===== config.mk =====
export PLATFORM = sky130hd
export DESIGN_NAME = rate_limited_update_queue_core
export DESIGN_NICKNAME = d
export VERILOG_FILES = /design/src/design/rluq_pkg.sv /design/src/design/rate_limited_update_queue_core.sv /design/src/design/rluq_time_unit.sv
export SDC_FILE = /design/constraint.sdc
export NUM_CORES = 2
export LEC_CHECK = 0
export BUFFER_PORTS_ARGS = -buffer_cell sky130_fd_sc_hd__buf_2
export CORE_ASPECT_RATIO = 1.1
export CORE_MARGIN = 10
export CORE_UTILIZATION = 65
export CTS_BUF_LIST = sky130_fd_sc_hd__clkbuf_4
export DETAILED_ROUTE_END_ITERATION = 12
export HOLD_SLACK_MARGIN = 0.06
export PLACE_DENSITY = 0.82
export REMOVE_ABC_BUFFERS = 1
export SLEW_MARGIN = 20
export SYNTH_ARGS = -nofsm -noshare
export SYNTH_HDL_FRONTEND = slang
export SYNTH_SLANG_ARGS = --single-unit
export TNS_END_PERCENT = 100

===== constraint.sdc =====
create_clock -name clk_i -period 8 [get_ports clk_i]
set_input_delay 0.8 -clock clk_i [delete_from_list [all_inputs] [get_ports clk_i]]
set_output_delay 0.8 -clock clk_i [all_outputs]
set_load 0.05 [all_outputs]

===== src/design/rluq_pkg.sv =====
// ----------------------------------------------------------------------------
// Rate limited update queue package
// Shared widths, defaults, action and status codes and the sequencer states.
// ----------------------------------------------------------------------------
package rluq_pkg;

  // Default values of the top level parameters.
  localparam int NUM_CHANNELS_DEF = 16;
  localparam int TIME_BITS_DEF    = 32;

  // Fixed field widths of the item and result ports.
  localparam int ACTION_W  = 3;
  localparam int CHANNEL_W = 4;
  localparam int TYPE_W    = 16;
  localparam int DELAY_W   = 16;
  localparam int STATUS_W  = 2;
  localparam int READY_W   = 4;
  localparam int HINT_W    = 32;

  typedef enum logic [ACTION_W-1:0] {
    ACT_TICK   = 3'd0,
    ACT_UPDATE = 3'd1,
    ACT_TAKE   = 3'd2,
    ACT_CLEAR  = 3'd3,
    ACT_CONFIG = 3'd4
  } action_e;

  typedef enum logic [STATUS_W-1:0] {
    STAT_OK      = 2'd0,
    STAT_NONE    = 2'd1,
    STAT_UNKNOWN = 2'd2,
    STAT_IGNORED = 2'd3
  } status_e;

  typedef enum logic [2:0] {
    S_IDLE,
    S_DECODE,
    S_CLEAR,
    S_SCAN,
    S_POP_RD,
    S_POP_CH,
    S_POP_WR
  } state_e;

endpackage


===== src/design/rate_limited_update_queue_core.sv =====
// ----------------------------------------------------------------------------
// Rate limited update queue core
// Coalesces update events per channel and hands out due channels in FIFO
// order, each channel with its own minimum gap between deliveries.
// ----------------------------------------------------------------------------
// Tick, update, configure, rejected items and clear of an unqueued channel end in the
// decode step. Take scans every channel through the one channel memory read port, then
// pops the FIFO head if there is one. Clear of a queued channel compacts the job FIFO one
// entry per cycle. busy drops in the done_o cycle, so the next item can be taken at the
// edge that ends it. Reset clears clock and flags at once.
module rate_limited_update_queue_core
  import rluq_pkg::*;
#(
  parameter int NUM_CHANNELS = NUM_CHANNELS_DEF,
  parameter int TIME_BITS    = TIME_BITS_DEF
) (
  input  logic                 clk_i,
  input  logic                 rst_ni,
  input  logic                 start,
  output logic                 busy,
  input  logic [ACTION_W-1:0]  action_i,
  input  logic [CHANNEL_W-1:0] channel_i,
  input  logic [TYPE_W-1:0]    type_bits_i,
  input  logic [DELAY_W-1:0]   min_delay_i,
  output logic                 done_o,
  output logic [STATUS_W-1:0]  status_o,
  output logic [READY_W-1:0]   ready_channel_o,
  output logic [HINT_W-1:0]    wait_hint_o
);

  // Channel index width; the job FIFO is a ring of the next power of two.
  localparam int CH_W   = $clog2(NUM_CHANNELS);
  localparam int FD     = 1 << CH_W;
  localparam int CNT_W  = CH_W + 1;
  localparam int CMP_W  = (TIME_BITS > HINT_W) ? TIME_BITS : HINT_W;
  localparam int WORD_W = TYPE_W + DELAY_W + TIME_BITS;
  localparam int CHX_W  = CH_W + CHANNEL_W;

  // Sequencer and item registers.
  state_e              state_q, state_d;
  logic [ACTION_W-1:0] act_q, act_d;
  logic [CH_W-1:0]     ch_q, ch_d;
  logic                inr_q, inr_d;
  logic [TYPE_W-1:0]   bits_q, bits_d;
  logic [DELAY_W-1:0]  mdel_q, mdel_d;

  // Kept state. The flags live in flip-flops so that reset clears them;
  // mask, delay and wakeup of a channel are read only once it is subscribed.
  logic [TIME_BITS-1:0]    now_q, now_d;
  logic [NUM_CHANNELS-1:0] sub_q, sub_d;
  logic [NUM_CHANNELS-1:0] pend_q, pend_d;
  logic [NUM_CHANNELS-1:0] queu_q, queu_d;
  logic [CH_W-1:0]         head_q, head_d;
  logic [CNT_W-1:0]        cnt_q, cnt_d;

  // Scan and compaction counters.
  logic [CNT_W-1:0]  idx_q, idx_d;
  logic [CNT_W-1:0]  wr_q, wr_d;
  logic              rv_q, rv_d;
  logic [CH_W-1:0]   sidx_q, sidx_d;
  logic [HINT_W-1:0] best_q, best_d;

  // Result registers.
  logic                done_q, done_d;
  logic [STATUS_W-1:0] status_q, status_d;
  logic [READY_W-1:0]  ready_q, ready_d;
  logic [HINT_W-1:0]   hint_q, hint_d;

  // Channel memory: {type mask, delay, wakeup}, one read and one write port.
  logic [WORD_W-1:0] chan_mem [FD];
  logic [WORD_W-1:0] chan_rd_q;
  logic [CH_W-1:0]   chan_raddr, chan_waddr;
  logic [WORD_W-1:0] chan_wdata;
  logic              chan_we;

  // Job FIFO memory holding channel numbers.
  logic [CH_W-1:0] fifo_mem [FD];
  logic [CH_W-1:0] fifo_rd_q;
  logic [CH_W-1:0] fifo_raddr, fifo_waddr, fifo_wdata;
  logic            fifo_we;

  // Decoded input channel and fields of the channel memory read word.
  logic [CHX_W-1:0]     ch_wide;
  logic [CH_W-1:0]      ch_idx;
  logic                 in_range;
  logic [TYPE_W-1:0]    rd_mask;
  logic [DELAY_W-1:0]   rd_delay;
  logic [TIME_BITS-1:0] rd_wake;
  logic [CH_W-1:0]      tail;
  logic [CHX_W-1:0]     v_wide;

  // Shared time unit.
  logic [DELAY_W-1:0]   tu_delta;
  logic [TIME_BITS-1:0] tu_left, tu_sum;
  logic                 tu_due;
  logic [CMP_W-1:0]     left_ext, best_ext;

  logic accept;
  logic scan_more, clr_more, clr_end;

  assign accept   = start && (state_q == S_IDLE);
  assign busy     = (state_q != S_IDLE);

  assign ch_wide  = {{CH_W{1'b0}}, channel_i};
  assign ch_idx   = ch_wide[CH_W-1:0];
  assign in_range = ch_wide < CHX_W'(NUM_CHANNELS);

  assign rd_mask  = chan_rd_q[WORD_W-1 -: TYPE_W];
  assign rd_delay = chan_rd_q[TIME_BITS +: DELAY_W];
  assign rd_wake  = chan_rd_q[TIME_BITS-1:0];
  assign tail     = head_q + cnt_q[CH_W-1:0];
  assign v_wide   = {{CHANNEL_W{1'b0}}, sidx_q};

  // Configure adds the new minimum gap; a pop adds the stored one.
  assign tu_delta = (act_q == ACT_CONFIG) ? mdel_q : rd_delay;
  assign left_ext = CMP_W'(tu_left);
  assign best_ext = CMP_W'(best_q);

  assign scan_more = idx_q < CNT_W'(NUM_CHANNELS);
  assign clr_more  = idx_q < cnt_q;
  assign clr_end   = !clr_more && !rv_q;

  rluq_time_unit #(
    .TIME_BITS(TIME_BITS)
  ) u_time (
    .now_i  (now_q),
    .wake_i (rd_wake),
    .delay_i(rd_delay),
    .delta_i(tu_delta),
    .left_o (tu_left),
    .due_o  (tu_due),
    .sum_o  (tu_sum)
  );

  // Memories: synchronous write, registered read.
  always_ff @(posedge clk_i) begin
    if (chan_we) begin
      chan_mem[chan_waddr] <= chan_wdata;
    end
    chan_rd_q <= chan_mem[chan_raddr];
  end

  always_ff @(posedge clk_i) begin
    if (fifo_we) begin
      fifo_mem[fifo_waddr] <= fifo_wdata;
    end
    fifo_rd_q <= fifo_mem[fifo_raddr];
  end

  // Next state.
  always_comb begin
    state_d = state_q;
    unique case (state_q)
      S_IDLE: begin
        if (accept) begin
          state_d = S_DECODE;
        end
      end
      S_DECODE: begin
        if (act_q == ACT_TAKE) begin
          state_d = S_SCAN;
        end else if ((act_q == ACT_CLEAR) && inr_q && sub_q[ch_q] && queu_q[ch_q]) begin
          state_d = S_CLEAR;
        end else begin
          state_d = S_IDLE;
        end
      end
      S_CLEAR: begin
        if (clr_end) begin
          state_d = S_IDLE;
        end
      end
      S_SCAN: begin
        if (!scan_more && !rv_q) begin
          state_d = S_POP_RD;
        end
      end
      S_POP_RD: begin
        state_d = (cnt_q == '0) ? S_IDLE : S_POP_CH;
      end
      S_POP_CH: state_d = S_POP_WR;
      S_POP_WR: state_d = S_IDLE;
      default:  state_d = S_IDLE;
    endcase
  end

  // Datapath and outputs of the sequencer.
  always_comb begin
    act_d    = act_q;
    ch_d     = ch_q;
    inr_d    = inr_q;
    bits_d   = bits_q;
    mdel_d   = mdel_q;
    now_d    = now_q;
    sub_d    = sub_q;
    pend_d   = pend_q;
    queu_d   = queu_q;
    head_d   = head_q;
    cnt_d    = cnt_q;
    idx_d    = idx_q;
    wr_d     = wr_q;
    rv_d     = rv_q;
    sidx_d   = sidx_q;
    best_d   = best_q;
    done_d   = 1'b0;
    status_d = status_q;
    ready_d  = ready_q;
    hint_d   = hint_q;

    chan_raddr = ch_idx;
    chan_waddr = ch_q;
    chan_wdata = {bits_q, mdel_q, tu_sum};
    chan_we    = 1'b0;
    fifo_raddr = head_q;
    fifo_waddr = tail;
    fifo_wdata = ch_q;
    fifo_we    = 1'b0;

    unique case (state_q)
      S_IDLE: begin
        // The channel word is read on the accepting edge for the decode step.
        if (accept) begin
          act_d  = action_i;
          ch_d   = ch_idx;
          inr_d  = in_range;
          bits_d = type_bits_i;
          mdel_d = min_delay_i;
        end
      end

      S_DECODE: begin
        done_d   = 1'b1;
        status_d = STAT_OK;
        ready_d  = '0;
        hint_d   = '0;
        unique case (act_q)
          ACT_TICK: begin
            now_d = now_q + 1'b1;
          end
          ACT_UPDATE: begin
            if (!inr_q) begin
              status_d = STAT_UNKNOWN;
            end else if (!sub_q[ch_q] || ((rd_mask & bits_q) == '0)) begin
              status_d = STAT_IGNORED;
            end else begin
              pend_d[ch_q] = 1'b1;
              if (tu_due && !queu_q[ch_q]) begin
                fifo_we      = 1'b1;
                cnt_d        = cnt_q + 1'b1;
                queu_d[ch_q] = 1'b1;
              end
            end
          end
          ACT_TAKE: begin
            done_d = 1'b0;
            idx_d  = '0;
            rv_d   = 1'b0;
            best_d = '1;
          end
          ACT_CLEAR: begin
            if (!inr_q || !sub_q[ch_q]) begin
              status_d = STAT_UNKNOWN;
            end else begin
              pend_d[ch_q] = 1'b0;
              queu_d[ch_q] = 1'b0;
              if (queu_q[ch_q]) begin
                // The channel sits in the FIFO: compact it out first.
                done_d = 1'b0;
                idx_d  = '0;
                wr_d   = '0;
                rv_d   = 1'b0;
              end
            end
          end
          ACT_CONFIG: begin
            if (!inr_q) begin
              status_d = STAT_UNKNOWN;
            end else if (sub_q[ch_q]) begin
              status_d = STAT_IGNORED;
            end else begin
              sub_d[ch_q]  = 1'b1;
              pend_d[ch_q] = 1'b0;
              queu_d[ch_q] = 1'b0;
              chan_we      = 1'b1;
            end
          end
          default: begin
            status_d = STAT_IGNORED;
          end
        endcase
      end

      S_CLEAR: begin
        // Read one entry a cycle and write back every entry that is kept.
        // The write slot never passes the read slot, so nothing is lost.
        if (clr_more) begin
          fifo_raddr = head_q + idx_q[CH_W-1:0];
          rv_d       = 1'b1;
          idx_d      = idx_q + 1'b1;
        end else begin
          rv_d = 1'b0;
        end
        if (rv_q && (fifo_rd_q != ch_q)) begin
          fifo_we    = 1'b1;
          fifo_waddr = head_q + wr_q[CH_W-1:0];
          fifo_wdata = fifo_rd_q;
          wr_d       = wr_q + 1'b1;
        end
        if (clr_end) begin
          cnt_d    = wr_q;
          done_d   = 1'b1;
          status_d = STAT_OK;
          ready_d  = '0;
          hint_d   = '0;
        end
      end

      S_SCAN: begin
        // One channel read per cycle; the registered word arrives in the next cycle.
        if (scan_more) begin
          chan_raddr = idx_q[CH_W-1:0];
          sidx_d     = idx_q[CH_W-1:0];
          rv_d       = 1'b1;
          idx_d      = idx_q + 1'b1;
        end else begin
          rv_d = 1'b0;
        end
        if (rv_q && sub_q[sidx_q]) begin
          if (tu_due) begin
            if (pend_q[sidx_q] && !queu_q[sidx_q]) begin
              fifo_we        = 1'b1;
              fifo_wdata     = sidx_q;
              cnt_d          = cnt_q + 1'b1;
              queu_d[sidx_q] = 1'b1;
            end
          end else if (left_ext < best_ext) begin
            best_d = left_ext[HINT_W-1:0];
          end
        end
      end

      S_POP_RD: begin
        fifo_raddr = head_q;
        if (cnt_q == '0) begin
          done_d   = 1'b1;
          status_d = STAT_NONE;
          ready_d  = '0;
          hint_d   = best_q;
        end
      end

      S_POP_CH: begin
        chan_raddr = fifo_rd_q;
        sidx_d     = fifo_rd_q;
      end

      S_POP_WR: begin
        pend_d[sidx_q] = 1'b0;
        queu_d[sidx_q] = 1'b0;
        if (rd_delay != '0) begin
          chan_we    = 1'b1;
          chan_waddr = sidx_q;
          chan_wdata = {rd_mask, rd_delay, tu_sum};
        end
        head_d   = head_q + 1'b1;
        cnt_d    = cnt_q - 1'b1;
        done_d   = 1'b1;
        status_d = STAT_OK;
        ready_d  = v_wide[READY_W-1:0];
        hint_d   = best_q;
      end

      default: begin
        done_d = 1'b0;
      end
    endcase
  end

  // Control state.
  always_ff @(posedge clk_i or negedge rst_ni) begin
    if (!rst_ni) begin
      state_q <= S_IDLE;
      now_q   <= '0;
      sub_q   <= '0;
      pend_q  <= '0;
      queu_q  <= '0;
      head_q  <= '0;
      cnt_q   <= '0;
      rv_q    <= 1'b0;
      done_q  <= 1'b0;
    end else begin
      state_q <= state_d;
      now_q   <= now_d;
      sub_q   <= sub_d;
      pend_q  <= pend_d;
      queu_q  <= queu_d;
      head_q  <= head_d;
      cnt_q   <= cnt_d;
      rv_q    <= rv_d;
      done_q  <= done_d;
    end
  end

  // Payload registers.
  always_ff @(posedge clk_i) begin
    act_q    <= act_d;
    ch_q     <= ch_d;
    inr_q    <= inr_d;
    bits_q   <= bits_d;
    mdel_q   <= mdel_d;
    idx_q    <= idx_d;
    wr_q     <= wr_d;
    sidx_q   <= sidx_d;
    best_q   <= best_d;
    status_q <= status_d;
    ready_q  <= ready_d;
    hint_q   <= hint_d;
  end

  assign done_o          = done_q;
  assign status_o        = status_q;
  assign ready_channel_o = ready_q;
  assign wait_hint_o     = hint_q;

endmodule


===== src/design/rluq_time_unit.sv =====
// ----------------------------------------------------------------------------
// Rate limited update queue time unit
// Shared modular time compare and wakeup adder used by the update, configure, scan and pop steps.
// ----------------------------------------------------------------------------
module rluq_time_unit
  import rluq_pkg::*;
#(
  parameter int TIME_BITS = TIME_BITS_DEF
) (
  input  logic [TIME_BITS-1:0] now_i,
  input  logic [TIME_BITS-1:0] wake_i,
  input  logic [DELAY_W-1:0]   delay_i,
  input  logic [DELAY_W-1:0]   delta_i,
  output logic [TIME_BITS-1:0] left_o,
  output logic                 due_o,
  output logic [TIME_BITS-1:0] sum_o
);

  // The channel is due when its delay is zero or when now minus wakeup lies in the lower
  // half range, which is the same as the time left being zero or above half range.
  assign left_o = wake_i - now_i;
  assign due_o  = (delay_i == '0) || (left_o == '0) ||
                  (left_o[TIME_BITS-1] && (left_o[TIME_BITS-2:0] != '0));
  assign sum_o  = now_i + TIME_BITS'(delta_i);

endmodule

Yosys cells after proc, flatten, opt, wreduce, memory -nomap -nowiden
Memory sizes are Yosys's and may differ from the RTL's. A register that Yosys moved wholly into a read port is not among the register bits.
Index checks and enable logic that the tools add are counted.
{"block": "totals", "n_memories": 2, "inputBits": 42, "latchBits": 0, "romBits": 0, "register_bits": 218, "ramBits": 1088, "out_inout_bits": 40, "elab_cells": 274}
{"block": "classes", "addsub": 11, "div_mod_pow": 0, "n_reduce_logical": 55, "n_mul": 0, "shifts": 0, "n_eq_ne": 40, "mux": 125, "n_bitwise": 12, "magnitude_cmp": 8}
{"name": "chan_mem", "depth": 16, "width": 64, "read_ports": 1, "rd_ports_with_merged_regs": 1, "wr": 1, "line_no": "rate_limited_update_queue_core.sv:70", "text": "logic [WORD_W-1:0] chan_mem [FD];"}
{"name": "fifo_mem", "depth": 16, "width": 4, "read_ports": 1, "rd_ports_with_merged_regs": 1, "wr": 1, "line_no": "rate_limited_update_queue_core.sv:77", "text": "logic [CH_W-1:0] fifo_mem [FD];"}
{"operator": "16-bit two-way mux", "n": 15}
{"operator": "32-bit two-way mux", "n": 6}
{"operator": "16-bit case mux with 3 select lines", "n": 3}
{"operator": "64-bit two-way mux", "n": 2}
{"operator": "32-bit case mux with 4 select lines", "n": 1}
{"operator": "16-bit bitwise AND", "n": 5}
{"operator": "5-bit two-way mux", "n": 14}
{"operator": "16-bit bitwise OR", "n": 4}
{"operator": "32-bit case mux with 2 select lines", "n": 1}
{"operator": "4-bit two-way mux", "n": 14}
{"operator": "2-bit != test, second input constant", "n": 19}
{"operator": "32-bit by 1-bit adder with 32-bit output, second input constant", "n": 1}
{"operator": "32-bit by 16-bit adder with 32-bit output", "n": 1}
{"operator": "16-bit zero test", "n": 2}
{"operator": "32-bit zero test", "n": 1}
{"operator": "32-bit less-than comparator", "n": 1}
{"operator": "16-bit inverter", "n": 2}
{"operator": "16-bit case mux with 2 select lines", "n": 1}
{"operator": "32-bit subtractor", "n": 1}
{"operator": "1-bit two-way mux", "n": 31}
{"operator": "31-bit nonzero test", "n": 1}
{"operator": "3-bit != test, second input constant", "n": 8}
{"operator": "4-bit case mux with 2 select lines", "n": 3}
{"operator": "1-bit binary-select mux with 4-bit select", "n": 5}
{"operator": "other kinds (45)", "n": 109}

Logic depth before layout (Yosys ltp)
{"block": "depth", "ltp_word": 12, "ltp_mapped": 22, "mapped_depth_nobuf": 21}

Hierarchy
A second synthesis with hierarchy kept.
{"block": "hier_totals", "hier_cells": 4915, "area_unflattened_um2": 59630.9}
{"module": "rate_limited_update_queue_core", "n_inst": 1, "area_each_um2": 56146.3, "seq_area_each_um2": 40078.4, "cells_each": 4381}
{"module": "rluq_time_unit", "n_inst": 1, "area_each_um2": 3484.6, "seq_area_each_um2": 0.0, "cells_each": 534}

Worst setup path after synthesis
Ideal clock, no wire load.
{"block": "synth_timing", "path_type": "reg2reg", "from": "register act_q[0]", "to": "memory chan_mem[0][28] in the netlist's numbering (data pin)", "n_path_buf": 2, "setup_slack_ps": 2345, "setup_time_ps": 297, "arrival_time_ps": 5358, "period_less_slack_ps": 5655, "path_stages_with_launch": 18, "required_ps": 7703, "path_cell_list": "edfxtp_1 > clkbuf_1 > nor3_1 > clkbuf_1 > mux2_2 > ha_1 > fa_1 > a21o_1 > a21oi_1 > o21bai_1 > a21oi_1 > nor2b_1 > o21a_1 > o31a_1 > o2111a_1 > o311ai_0 > a21oi_1 > xnor2_1"}
{"block": "synth_between", "elab_chain_len": 5}
{"element": "start: declaration", "line_no": "rate_limited_update_queue_core.sv:41", "text": "logic [ACTION_W-1:0] act_q, act_d;"}
{"element": "start signal: assignment", "line_no": "rate_limited_update_queue_core.sv:406", "text": "act_q <= act_d;"}
{"element": "3-bit == test (*)", "line_no": "rate_limited_update_queue_core.sv:115", "text": "assign tu_delta = (act_q == ACT_CONFIG) ? mdel_q : rd_delay;"}
{"element": "16-bit two-way mux (*)", "line_no": "rate_limited_update_queue_core.sv:115"}
{"element": "32-bit by 16-bit adder with 32-bit output (*)", "line_no": "rluq_time_unit.sv:24", "text": "assign sum_o = now_i + TIME_BITS'(delta_i);"}
{"element": "64-bit two-way mux", "line_no": "rate_limited_update_queue_core.sv:360", "text": "if (rd_delay != '0) begin"}
{"element": "64-bit two-way mux (*)", "line_no": "rate_limited_update_queue_core.sv:219", "text": "unique case (state_q)"}
{"element": "net chan_wdata[28]", "line_no": "rate_limited_update_queue_core.sv:73", "text": "logic [WORD_W-1:0] chan_wdata;"}
{"element": "end: declaration", "line_no": "rate_limited_update_queue_core.sv:70"}
The timed path passes the listed nets; every way through them passes the cells marked *.

Worst setup path in the final report
{"block": "layout_timing", "from": "register act_q[0]", "to": "memory chan_mem[3][28] in the netlist's numbering (data pin)"}
The elaborated chain is that of the path after synthesis.

==> flow_summary_export.csv <==
group,metric,value,unit
synth,synthTopCellsByArea,"sky130_fd_sc_hd__edfxtp_1 (61%), sky130_fd_sc_hd__nand2_1 (8.0%), sky130_fd_sc_hd__dfrtp_1 (3.9%), sky130_fd_sc_hd__dfxtp_1 (2.3%), sky130_fd_sc_hd__and3_1 (2.2%)",
setup_path,startpoint_type,"flop",
final_layout,final_common_cell,"sky130_fd_sc_hd__nand2_1",
timing,max_freq,0.163,GHz
setup_path,timing.setup.critical_path_class,"flop to flop",
synth,synth-edff-count,1211,
power_and_ir_drop,pwr_density_cell,345,nW/µm²
final_layout,flow.area_growth_from_synthesis,11.3,%
global_routing,grt_start_max_net_pins,160,
timing,finalClockSkew,168,ps
final_layout,area_used_by_multi_input_combinational_logic,18300,µm²
global_routing,grt_antenna_before_repair,3,
setup_path,r2r-end,"chan_mem[3][28]",
cts,cts_sinks,1373,
final_layout,finalCoreUtilization,72.9,%
cts,insertion_delay,1270,ps
timing,finalSetupViolations,0,
global_routing,grt.total_usage,30.4,%
cts,tritoncts.num_buffers,346,
synth,summed_instance_area_of_the_synthesized_netlist,59600,µm²
cts,post_cts_hold_buffer_count,43,
outcome,outcome,"completed",
global_routing,grt_pass1_vias,42600,
drt,dr.pass1.iters,8,
floorplan,coreArea,91000,µm²
cts,clock_tree.root_cell,"sky130_fd_sc_hd__clkbuf_4",
final_layout,most-common-layout-cells,"sky130_fd_sc_hd__nand2_1 (1268), sky130_fd_sc_hd__edfxtp_1 (1211), sky130_fd_sc_hd__clkbuf_4 (518), sky130_fd_sc_hd__and3_1 (210), sky130_fd_sc_hd__a21oi_1 (174)",
global_routing,grt_overflow,0,
drt,post_drt_wl_per_cell,23.9,µm
floorplan,die_x,309,µm
worst_hold_path,timing.hold.worst.class,"input pin to flop",
timing,layout_setup_ws,1880,ps
drt,drt-vias-per-instance,6.45,
synth,postSynthRegisterBits,1373,
setup_path,worst_setup_path_startpoint,"act_q[0]",
synth,yosys.area.top_type_share,61.0,%
timing,hold_violations,0,
worst_hold_path,cells_on_worst_hold_path,2,
setup_path,timing.rr.start,"act_q[0]",
synth,commonest_register_cell_after_synthesis,"sky130_fd_sc_hd__edfxtp_1",
floorplan,ios,82,
setup_path,critical-path-slowest-cell,"sky130_fd_sc_hd__o311ai_0",
final_layout,post-route-cell-area,66400,µm²
cts,clkSlewWorstSetupHoldPaths,70,ps
setup_path,crit_path_end_kind,"flop",
timing,finalWorstPathRequiredPeriod,6120,ps
synth,synth.yosys.warnings,0,
synth,synth_largest_area_cell,"sky130_fd_sc_hd__edfxtp_1",
synth,syn_inst,4953,
drt,drt_iter0_drc,5130,
place,portBuffers,81,
place,place.detailed.hpwl,93.1,mm
synth,ys_seq_area_share,67.2,%
drt,final_antenna_net_count,0,
cts,clock_tree.buffer_depth,4,
setup_path,cpMostUsedCell,"sky130_fd_sc_hd__a21oi_1",
floorplan,placementRows,116,
timing,actual_transition_at_the_worst_max_transition_pin,1190,ps
final_layout,fin_cells,6659,
setup_path,critical_path.n_buffers_inverters,2,
drt,route.final.wire_length,159,mm
drt,drcViolationCount,0,
run,cap_violations,0,
setup_path,cell_class_contributing_the_biggest_share_of_worst_path_delay,"compound AO/OA/AOI/OAI gates",
place,post_dp_cell_area,61500,µm²
final_layout,fillCellCount,5711,
setup_path,critical_path.max_stage_delay,850,ps
timing,maxSlewHeadroom,20.5,%
power_and_ir_drop,leakagePower,0.0248,µW
setup_path,worst_ep_required_time,8850,ps
cts,postCtsResizedCells,0,
floorplan,dieArea,104000,µm²
synth,yosys.cell_types.count,86,
synth,synth-async-reset-ratio,6.85,%
setup_path,timing.critical_path.cells,"nor3_2, buf_4, mux2_2, ha_1, fa_1, a21o_1, a21oi_1, o21bai_1, a21oi_1, nor2b_1, o21a_1, o31a_1, o2111a_1, o311ai_0, buf_4, a21oi_1, xnor2_1",
cts,post-cts-setup-buffers,0,
final_layout,num-nets-final,5369,
synth,post_synth.cell_area_avg,12.0,µm²
place,post-place-ws,1900,ps
setup_path,reg2reg_slack,1880,ps
setup_path,critPathCapture,"chan_mem[3][28]",
timing,final_critical_path_share_of_the_clock_period,76.6,%
power_and_ir_drop,fin_total_pwr,22900,µW
final_layout,final_layout_size_suffix_gt1_share,15.1,%
setup_path,worst-endpoint-arrival,6970,ps
power_and_ir_drop,power.ir.vdd_worst,0.262,mV
final_layout,sequential_cell_area,40100,µm²
setup_path,cp.depth,17,
cts,htree_num_levels,5,
setup_path,maximum_net_fanout_on_the_critical_path,18,
place,globalplace.congestion,0.938,
drt,vias,42900,
floorplan,dieHeight,338,µm
global_routing,grt_pass1_wl,244,mm
timing,rsz0062_at_grt,"false",
place,place_inst,6010,
floorplan,initial_core_util,65.5,%
timing,final_max_slew_viol_count,0,
cts,tritoncts_clock_tree,"yes",
setup_path,r2r.worst_path.cells,17,
==> per-stage QoR <==
| stage | setup TNS (ps) | hold WS (ps) |
|---|---|---|
| final | 0 | 301 |
| after global routing | 0 | 209 |
| after CTS | 0 | 178 |
| after detailed placement | 0 | 471 |
| after global placement | 0 | 449 |
| after floorplan | -1446060 | 439 |
==> state kept, by name, indices dropped and copies added, names as in the netlist, 3 cells and up, named ones only <==
register and count:
best_ext 32, wr_q 5, sidx_q 4, cnt_q 5
mdel_q 16, sub_q 16, fifo_rd_q 4, chan_rd_q 64
bits_q 16, wait_hint_o 32, act_q 3, ch_q 4
fifo_mem 64, ready_channel_o 4, state_q 3, chan_mem 1024
head_q 4, idx_q 5, now_q 32
==> cell usage after synthesis, drive strengths merged, types with 13 or more instances <==
cell	n
ha	99
nand2	1271
and3	211
nor2b	27
buf	25
a311oi	131
nor3	43
o21a	18
o21bai	13
inv	119
nand3	158
nand4	30
dfxtp	68
nor2	186
a21oi	179
xnor2	81
edfxtp	1211
a211oi	84
nand2b	33
nor4	14
xor2	21
mux2i	26
o21ai	100
clkbuf	278
mux4	20
mux2	21
a21o	41
and2	27
dfrtp	94
a31oi	152
o22a	16
==> logic make-up after synthesis <==
family	Yosys count	synth area share [%]
and+or+nand+nor	2039	15.0
AOI/OAI and AO/OA	845	9.73
buffers and inverters	422	2.72
DFF	1373	67.2
muxes	67	1.59
adders and majority gates	105	2.28
xor gates and xnor gates	102	1.50
==> per-layer routing <==
| metal | wire (µm) | GRT usage [%] | part of all wire, % | vias up |
|---|---|---|---|---|
| met2 | 76400 | 49.1 | 48 | 2918 |
| met1 | 57400 | 38.5 | 36 | 20600 |
| met4 | 7820 | 15.8 | 4.9 | 4 |
| li1 | - | - | - | 18900 |
| met3 | 17500 | 7.08 | 11 | 537 |
| met5 | 108 | 0 | 0.068 | - |
==> how the worst min path moves through the flow <==
stage	slack (ps)	start	to
global placement	450	sub_q[10]	sub_q[10]
finish	300	type_bits_i[14]	bits_q[14]
global route	210	type_bits_i[10]	bits_q[10]
CTS	180	type_bits_i[14]	bits_q[14]
detailed placement	470	sub_q[5]	sub_q[5]
floorplan	440	sub_q[10]	sub_q[10]
==> where the power goes <==
| group | internal, µW | total (µW) | switching [µW] |
|---|---|---|---|
| Combinational | 2340 | 7580 | 5240 |
| Clock | 3050 | 5830 | 2790 |
| Sequential | 8990 | 9480 | 492 |
==> final cells by class <==
cell class	instances	area share, %
clock inverters	84	0.643
inverters	119	0.673
diodes	3	0.0113
flip-flops and latches	1373	60.4
multi-input cells	3158	27.5
repair buffers	224	2.69
clock buffers	518	5.86
well taps	1180	2.22
(Power assumes the default switching activity.)
